### src/rtl/te2f_pkg.sv
// Package for the tensor element to binary32 converter.
// Holds the element type codes and the word structs; no dependencies.
package te2f_pkg;

    localparam logic [3:0] TYPE_F64  = 4'd0;
    localparam logic [3:0] TYPE_F32  = 4'd1;
    localparam logic [3:0] TYPE_F16  = 4'd2;
    localparam logic [3:0] TYPE_BF16 = 4'd3;
    localparam logic [3:0] TYPE_I64  = 4'd4;
    localparam logic [3:0] TYPE_I32  = 4'd5;
    localparam logic [3:0] TYPE_I16  = 4'd6;
    localparam logic [3:0] TYPE_I8   = 4'd7;
    localparam logic [3:0] TYPE_U8   = 4'd8;
    localparam logic [3:0] TYPE_BOOL = 4'd9;

    typedef struct packed {
        logic [63:0] raw_bits;
        logic        last_in_block;
    } in_word_t;

    typedef struct packed {
        logic [31:0] float_bits;
        logic        last_out;
    } out_word_t;

    // Stage 1 result: a word that is either final or a mantissa still to be
    // normalised and rounded.
    typedef struct packed {
        logic        direct;
        logic [31:0] direct_bits;
        logic        sign;
        logic [63:0] mant;
        logic [12:0] expo;
        logic        last;
    } unpack_t;

    // Stage 2 result: normalised mantissa with its leading one at bit 63.
    typedef struct packed {
        logic        direct;
        logic [31:0] direct_bits;
        logic        sign;
        logic        zero;
        logic [63:0] mant;
        logic [12:0] biased;
        logic        last;
    } norm_t;

endpackage

### src/rtl/te2f_unpack.sv
// Stage one: decodes the element by type into a final word or a signed
// mantissa and exponent. Depends on te2f_pkg.
module te2f_unpack (
    input  logic [3:0]         element_type,
    input  te2f_pkg::in_word_t din,
    output te2f_pkg::unpack_t  dout
);
    import te2f_pkg::*;

    logic [63:0] raw;
    logic [10:0] ex64;
    logic [51:0] man64;
    logic [4:0]  ex16;
    logic [9:0]  man16;
    logic [4:0]  lz16;
    logic [9:0]  mn16;
    logic [63:0] sx;
    logic        neg;

    assign raw   = din.raw_bits;
    assign ex64  = raw[62:52];
    assign man64 = raw[51:0];
    assign ex16  = raw[14:10];
    assign man16 = raw[9:0];

    always_comb
    begin
        lz16 = 5'd0;
        for (int i = 0; i < 10; i++)
        begin
            if (man16[i])
            begin
                lz16 = 5'(9 - i);
            end
        end
        mn16 = 10'(man16 << (lz16 + 5'd1));
    end

    always_comb
    begin
        sx = raw;
        unique case (element_type)
            TYPE_I32: sx = {{32{raw[31]}}, raw[31:0]};
            TYPE_I16: sx = {{48{raw[15]}}, raw[15:0]};
            TYPE_I8:  sx = {{56{raw[7]}}, raw[7:0]};
            default:  sx = raw;
        endcase
        neg = sx[63];
    end

    always_comb
    begin
        dout             = '0;
        dout.last        = din.last_in_block;
        unique case (element_type) inside
            TYPE_F64:
            begin
                dout.sign = raw[63];
                if (ex64 == 11'h7FF)
                begin
                    dout.direct = 1'b1;
                    if (man64 != 52'd0)
                    begin
                        dout.direct_bits = {raw[63], 31'h7FC00000 >> 0} |
                                           {9'd0, man64[51:29]};
                    end
                    else
                    begin
                        dout.direct_bits = {raw[63], 31'h7F800000};
                    end
                end
                else if (ex64 == 11'd0)
                begin
                    dout.mant = {12'd0, man64};
                    dout.expo = -13'sd1074;
                end
                else
                begin
                    dout.mant = {11'd0, 1'b1, man64};
                    dout.expo = 13'({2'b00, ex64}) - 13'd1075;
                end
            end
            TYPE_F32:
            begin
                dout.direct      = 1'b1;
                dout.direct_bits = raw[31:0];
            end
            TYPE_F16:
            begin
                dout.direct = 1'b1;
                if (ex16 == 5'd0)
                begin
                    if (man16 == 10'd0)
                    begin
                        dout.direct_bits = {raw[15], 31'd0};
                    end
                    else
                    begin
                        dout.direct_bits = {raw[15], 8'(8'd113 - 8'(lz16) - 8'd1),
                                            mn16, 13'd0};
                    end
                end
                else if (ex16 == 5'h1F)
                begin
                    dout.direct_bits = {raw[15], 8'hFF, man16, 13'd0};
                end
                else
                begin
                    dout.direct_bits = {raw[15], 8'(8'(ex16) + 8'd112), man16, 13'd0};
                end
            end
            TYPE_BF16:
            begin
                dout.direct      = 1'b1;
                dout.direct_bits = {raw[15:0], 16'd0};
            end
            TYPE_I64, TYPE_I32, TYPE_I16, TYPE_I8:
            begin
                dout.sign = neg;
                dout.mant = neg ? 64'(-sx) : sx;
                dout.expo = 13'd0;
            end
            TYPE_U8, TYPE_BOOL:
            begin
                dout.mant = {56'd0, raw[7:0]};
                dout.expo = 13'd0;
            end
            default:
            begin
                dout.direct      = 1'b1;
                dout.direct_bits = 32'd0;
            end
        endcase
    end

endmodule

### src/rtl/te2f_norm.sv
// Stage two: normalises the mantissa so its leading one sits at bit 63.
// Depends on te2f_pkg.
module te2f_norm (
    input  te2f_pkg::unpack_t din,
    output te2f_pkg::norm_t   dout
);
    import te2f_pkg::*;

    logic [5:0] lz;

    always_comb
    begin
        lz = 6'd0;
        for (int i = 0; i < 64; i++)
        begin
            if (din.mant[i])
            begin
                lz = 6'(63 - i);
            end
        end
        dout             = '0;
        dout.direct      = din.direct;
        dout.direct_bits = din.direct_bits;
        dout.sign        = din.sign;
        dout.last        = din.last;
        dout.zero        = (din.mant == 64'd0);
        dout.mant        = din.mant << lz;
        dout.biased      = din.expo + 13'd190 - 13'(lz);
    end

endmodule

### src/rtl/te2f_round.sv
// Stage three: rounds a normalised mantissa to binary32, nearest even,
// with overflow to infinity and gradual underflow. Depends on te2f_pkg.
module te2f_round (
    input  te2f_pkg::norm_t din,
    output logic [31:0]     bits
);
    import te2f_pkg::*;

    logic [63:0] sh;
    logic [63:0] dn;
    logic [63:0] rmask;
    logic [63:0] rem;
    logic [63:0] half;
    logic [32:0] keep;
    logic [33:0] nb;
    logic [6:0]  shv;

    always_comb
    begin
        shv   = 7'd0;
        dn    = 64'd0;
        rmask = 64'd0;
        rem   = 64'd0;
        half  = 64'd0;
        keep  = 33'd0;
        nb    = 34'd0;
        sh    = 64'd0;
        bits  = {din.sign, 31'd0};
        if (din.direct)
        begin
            bits = din.direct_bits;
        end
        else if (din.zero)
        begin
            bits = {din.sign, 31'd0};
        end
        else if (!din.biased[12] && din.biased != 13'd0)
        begin
            keep = {9'd0, din.mant[63:40]};
            rem  = {24'd0, din.mant[39:0]};
            if (rem > 64'h80_0000_0000 || (rem == 64'h80_0000_0000 && keep[0]))
            begin
                keep = keep + 33'd1;
            end
            nb = 34'({21'd0, din.biased - 13'd1} << 23) + 34'(keep);
            if (nb >= 34'h7F800000)
            begin
                bits = {din.sign, 31'h7F800000};
            end
            else
            begin
                bits = {din.sign, nb[30:0]};
            end
        end
        else if ($signed(din.biased) >= -13'sd23)
        begin
            shv = 7'(13'd41 - din.biased);
            if (shv == 7'd64)
            begin
                keep = 33'd0;
                rem  = din.mant;
                half = 64'h8000_0000_0000_0000;
            end
            else
            begin
                sh    = din.mant >> shv;
                keep  = sh[32:0];
                rmask = (64'd1 << shv) - 64'd1;
                dn    = din.mant;
                rem   = dn & rmask;
                half  = 64'd1 << (shv - 7'd1);
            end
            if (rem > half || (rem == half && keep[0]))
            begin
                keep = keep + 33'd1;
            end
            bits = {din.sign, keep[30:0]};
        end
    end

endmodule

### src/rtl/tensor_element_to_float32.sv
// Tensor element to IEEE binary32 converter, top level.
// Words pass through the s1, s2 and s3 registers; throughput is
// one word per cycle, set by the three-stage pipeline (unpack, normalise,
// round) with a valid bit per stage and a stall that holds every stage.
// Reset clears the valid bits and sets element_type to F32.
// Depends on te2f_pkg, te2f_unpack, te2f_norm and te2f_round.
module tensor_element_to_float32 (
    input  logic                clk,
    input  logic                rst_n,
    input  logic                cfg_valid,
    output logic                cfg_ready,
    input  logic [3:0]          cfg_data,
    input  logic                in_valid,
    output logic                in_ready,
    input  te2f_pkg::in_word_t  in_data,
    output logic                out_valid,
    input  logic                out_ready,
    output te2f_pkg::out_word_t out_data
);
    import te2f_pkg::*;

    logic [3:0] type_reg;
    logic       v1_reg;
    logic       v2_reg;
    logic       v3_reg;
    unpack_t    s1_reg;
    unpack_t    s1_next;
    norm_t      s2_reg;
    norm_t      s2_next;
    out_word_t  s3_reg;
    logic [31:0] rbits;
    logic       adv;

    assign adv       = !v3_reg || out_ready;
    assign in_ready  = adv;
    assign cfg_ready = 1'b1;
    assign out_valid = v3_reg;
    assign out_data  = s3_reg;

    te2f_unpack u_unpack (.element_type(type_reg), .din(in_data), .dout(s1_next));
    te2f_norm   u_norm   (.din(s1_reg), .dout(s2_next));
    te2f_round  u_round  (.din(s2_reg), .bits(rbits));

    always_ff @(posedge clk or negedge rst_n)
    begin
        if (!rst_n)
        begin
            type_reg <= TYPE_F32;
            v1_reg   <= 1'b0;
            v2_reg   <= 1'b0;
            v3_reg   <= 1'b0;
        end
        else
        begin
            if (cfg_valid)
            begin
                type_reg <= cfg_data;
            end
            if (adv)
            begin
                v1_reg <= in_valid;
                v2_reg <= v1_reg;
                v3_reg <= v2_reg;
            end
        end
    end

    always_ff @(posedge clk)
    begin
        if (adv)
        begin
            s1_reg <= s1_next;
            s2_reg <= s2_next;
            s3_reg <= '{float_bits: rbits, last_out: s2_reg.last};
        end
    end

endmodule
### config.mk
export PLATFORM = sky130hd
export DESIGN_NAME = tensor_element_to_float32
export DESIGN_NICKNAME = d
export VERILOG_FILES = /design/src/rtl/te2f_pkg.sv /design/src/rtl/te2f_unpack.sv /design/src/rtl/te2f_norm.sv /design/src/rtl/te2f_round.sv /design/src/rtl/tensor_element_to_float32.sv
export SDC_FILE = /design/constraint.sdc
export NUM_CORES = 1
export LEC_CHECK = 0
export BUFFER_PORTS_ARGS = -buffer_cell sky130_fd_sc_hd__buf_4
export CORE_MARGIN = 3
export CORE_UTILIZATION = 40
export CTS_BUF_LIST = sky130_fd_sc_hd__clkbuf_2
export DETAILED_ROUTE_END_ITERATION = 10
export SETUP_SLACK_MARGIN = 0.3
export SYNTH_ARGS = -nofsm -noshare
export SYNTH_HDL_FRONTEND = slang
export SYNTH_HIERARCHICAL = 1
export SYNTH_SLANG_ARGS = --single-unit
### constraint.sdc
create_clock -name clk -period 24.5 [get_ports clk]
set_clock_uncertainty 0.1 [all_clocks]
set_input_delay 1.225 -clock clk [delete_from_list [all_inputs] [get_ports clk]]
set_output_delay 1.225 -clock clk [all_outputs]
set_load 0.005 [all_outputs]
==> impl_metrics.py <==
metrics = {
    "outcome": {
        "status": "finished, final reports clean",
    },
    "finish": {
        "fin_util_pct": 43.13,
        "multi_input_area_um2": 20680,
        "area_growth_pct": 6.084,
        "final_layout_size_suffix_gt1_share_pct": 15.04,
        "num-fill-cells": 7658,
        "fin_nets": 3786,
        "largest_register_ffs": 113,
        "final-seq-area_um2": 7924,
    },
    "yosys": {
        "netlist-cell-type-count": 123,
        "ys.flop_type": "edfxtp_1",
        "syn_area_um2": 30520,
        "synthCells": 3658,
        "ys_seq_elements": 265,
        "synth-seq-area-share_pct": 25.96,
        "synth_fp_nets": 3838,
        "avgSynthCellArea_um2": 8.343,
        "synth-edff-count": 258,
        "async_flop_share_pct": 2.642,
        "ys.warnings.count": 6,
    },
    "setup_path": {
        "path_max_fanout": 49,
        "crit_path_start_kind": "flop",
        "endpoint_kind": "flop",
        "cp.required_ns": 25.18,
        "path_class": "flop to flop",
        "arrival_ns": 9.75,
    },
    "power": {
        "total_power_uw": 5386,
        "p_leak_uw": 0.01186,
        "ir_drop_v": 0.0001074,
        "powerDensity_nw_per_um2": 166.3,
    },
    "clocking": {
        "worstSkewPairLatency_ns": 0.99,
        "cts_tree": "yes",
        "cts-resized-gates": 0,
        "tritoncts.num_buffers": 69,
        "clock-sinks": 265,
        "clk_pin_slew_ns": 0.10,
        "clockBufferDepth": 3,
        "cts-htree-levels": 3,
        "cts-root-buf": "clkbuf_2",
    },
    "timing": {
        "tightest_slew_ns": 1.312,
        "fmax_mhz": 110.3,
        "finalCritPeriodShare_pct": 37.00,
        "holdWs_ns": 0.3135,
        "min_period_ns": 9.066,
        "max_slew_margin_pct": 12.24,
        "slew_violations": 0,
        "hold_viol": 0,
        "tns_ns": 0,
        "final-setup-viol-count": 0,
        "layout_setup_ws_ns": 15.43,
        "rsz0062_at_grt": "false",
    },
    "routing": {
        "num_vias": 31780,
        "via_per_inst": 6.863,
        "drt-total-wl_um": 136200,
        "drt_iter0_drc": 4558,
        "post_drt_wl_per_cell_um": 29.42,
        "drcViolationCount": 0,
        "firstDrtPassIters": 6,
        "ant_nets": 0,
    },
    "placed_design": {
        "gp_congestion": 1.040,
        "place_ws_ns": 15.74,
        "dp_hpwl_um": 102800,
        "port_buffers": 108,
    },
    "floorplan": {
        "initial_core_util_pct": 40.66,
        "die_y_um": 282.2,
        "die-area_um2": 79650,
        "design.core.area_um2": 75070,
        "rows": 100,
        "io_pins": 110,
        "die_w_um": 282.2,
    },
    "global_routing": {
        "antenna_found_initial": 12,
        "grt.overflow.total": 0,
        "grt_pass1_vias": 28790,
        "grt_usage_pct": 32.90,
        "grt_pass1_wl_um": 196200,
        "grt_start_max_net_pins": 76,
    },
    "job": {
        "drv_cap": 0,
    },
    "min_path": {
        "hold_path.class": "flop to flop",
    },
}
metal layers:
metal	vias up	GRT usage [%]	wire length [um]
li1	13970	-	-
met4	2	16.90	8020
met3	435	5.951	14270
met1	15140	44.94	55030
met5	-	0	13
met2	2234	49.87	58890
kinds of logic (layout without fill, tap and decap cells):
family	Yosys count	in the layout	synth area share (%)
AND/OR/NAND/NOR	1327	1327	21.63
AO/OA/AOI/OAI	1101	1101	24.51
buffers and inverters	416	415	6.449
multiplexers	316	316	13.34
flip-flops	265	265	25.96
XOR/XNOR	126	126	3.702
adder cells (fa/ha/maj)	106	106	4.395
other	1	6	0.01229
per-stage QoR:
step,cells,instance area (um^2)
final,4631,32380
after global routing,4628,32370
after CTS,4626,32360
after detailed placement,4503,31630
after global placement,4503,31630
after floorplan,3658,30520
repair_timing:
action	in CTS	in global routing
endpoints found under the hold margin	6	0
setup endpoints to repair	0	0
buffers inserted	0	0
hold buffers	1	0
where the power goes:
| part | switching, uW | total, uW | internal, uW |
|---|---|---|---|
| clock | 191 | 351 | 160 |
| sequential | 272 | 976 | 704 |
| combinational | 2620 | 4060 | 1440 |
worst paths after layout:
path                                       startpoint                       to  depth (start not counted)  slack, ns
worst max-delay path              s2_reg[2]$_DFFE_PP_   out_data[21]$_DFFE_PP_                         25      15.43
worst min-delay path            s1_reg[104]$_DFFE_PP_    s2_reg[105]$_DFFE_PP_                          0       0.31
worst max register to register    s2_reg[2]$_DFFE_PP_   out_data[21]$_DFFE_PP_                         25      15.43
worst min register to register  s1_reg[104]$_DFFE_PP_    s2_reg[105]$_DFFE_PP_                          0       0.31
max in group asynchronous                       rst_n  type_reg[0]$_DFFE_PN1P_                          2      23.58
min in group asynchronous                       rst_n       v1_reg$_DFFE_PN0P_                          2       0.52
layout make-up:
type                       instances  area share [%]
antenna                            5         0.03864
clock buffer                      96           1.484
clock inverter                    26          0.7652
inverter                         102           1.183
multi-input combinational       2977           63.88
sequential                       265           24.47
tap                              969           3.745
timing repair buffer             191           4.436
critical path, stage by stage, from the launching register on:
cell and delay (ns):
edfxtp_1 0.33, buf_4 0.33, inv_2 0.11, buf_4 0.38, ha_1 0.31, buf_4 0.22, or2_2 0.43, nor2_1 0.33
nand2_1 0.25, nand3_1 0.14, nand4_1 0.36, nor4_1 0.74, nand3_1 0.32, or2_2 0.41, mux2i_1 0.13, o31a_1 0.30
ha_1 0.28, nand2_1 0.06, nor4_1 0.39, nand4_1 0.33, or4_1 0.72, nand3_1 0.25, nand4_1 0.55, or4_1 0.69
a21oi_1 0.18, a221o_1 0.15
synthesized netlist by cell type, drive strengths merged, types with 13 or more instances:
cell    count  area share (%)
xnor2      84             2.4
o211ai     45             1.1
nor3      127             2.1
a211o      17            0.49
mux4       60             4.4
or2        28            0.58
nor2b      27            0.55
a21boi     29            0.73
o31ai      43             1.1
o21ai     234             3.8
or4        21            0.52
clkbuf    180             2.2
a22oi      38            0.93
ha        104             4.3
or3        32            0.66
and2       48            0.98
inv       100             1.2
a31oi      49             1.0
buf       134             3.0
nor2      324             4.0
o21bai     19            0.48
nand2b     32            0.68
a22o       39             1.1
and3       36            0.74
mux2i     150             5.0
a211oi     29            0.75
o21a       24            0.59
o221ai     31            0.91
a21o       23            0.57
mux2      106             3.9
xor2       42             1.3
nand4      47            0.98
edfxtp    258              25
a21oi     246             4.1
nand3     207             3.4
a221oi     17            0.51
nand2     282             3.5
nor4       72             1.6
o31a       13            0.37
o32ai      16            0.46
o22ai      44            0.90
cell usage in the layout (no fill, tap or decap), types with 30 or more instances in the layout:
cell      instances
nand2b_1         31
mux2i_1         149
o221ai_1         30
nor3_1          122
buf_4           190
nand4_1          46
or3_1            32
ha_1            103
a22oi_1          38
o21ai_1          44
o22ai_1          44
xnor2_1          81
clkbuf_2         96
and3_1           36
o21ai_0         189
nand3_1         207
a21oi_1         245
edfxtp_1        258
a31oi_1          49
inv_1            94
nor2_1          319
a22o_1           39
nand2_1         282
and2_1           47
o211ai_1         44
nor4_1           65
mux2_2          102
mux4_2           60
xor2_1           41
o31ai_1          43
Note: power is estimated with default switching activity, not from simulation.
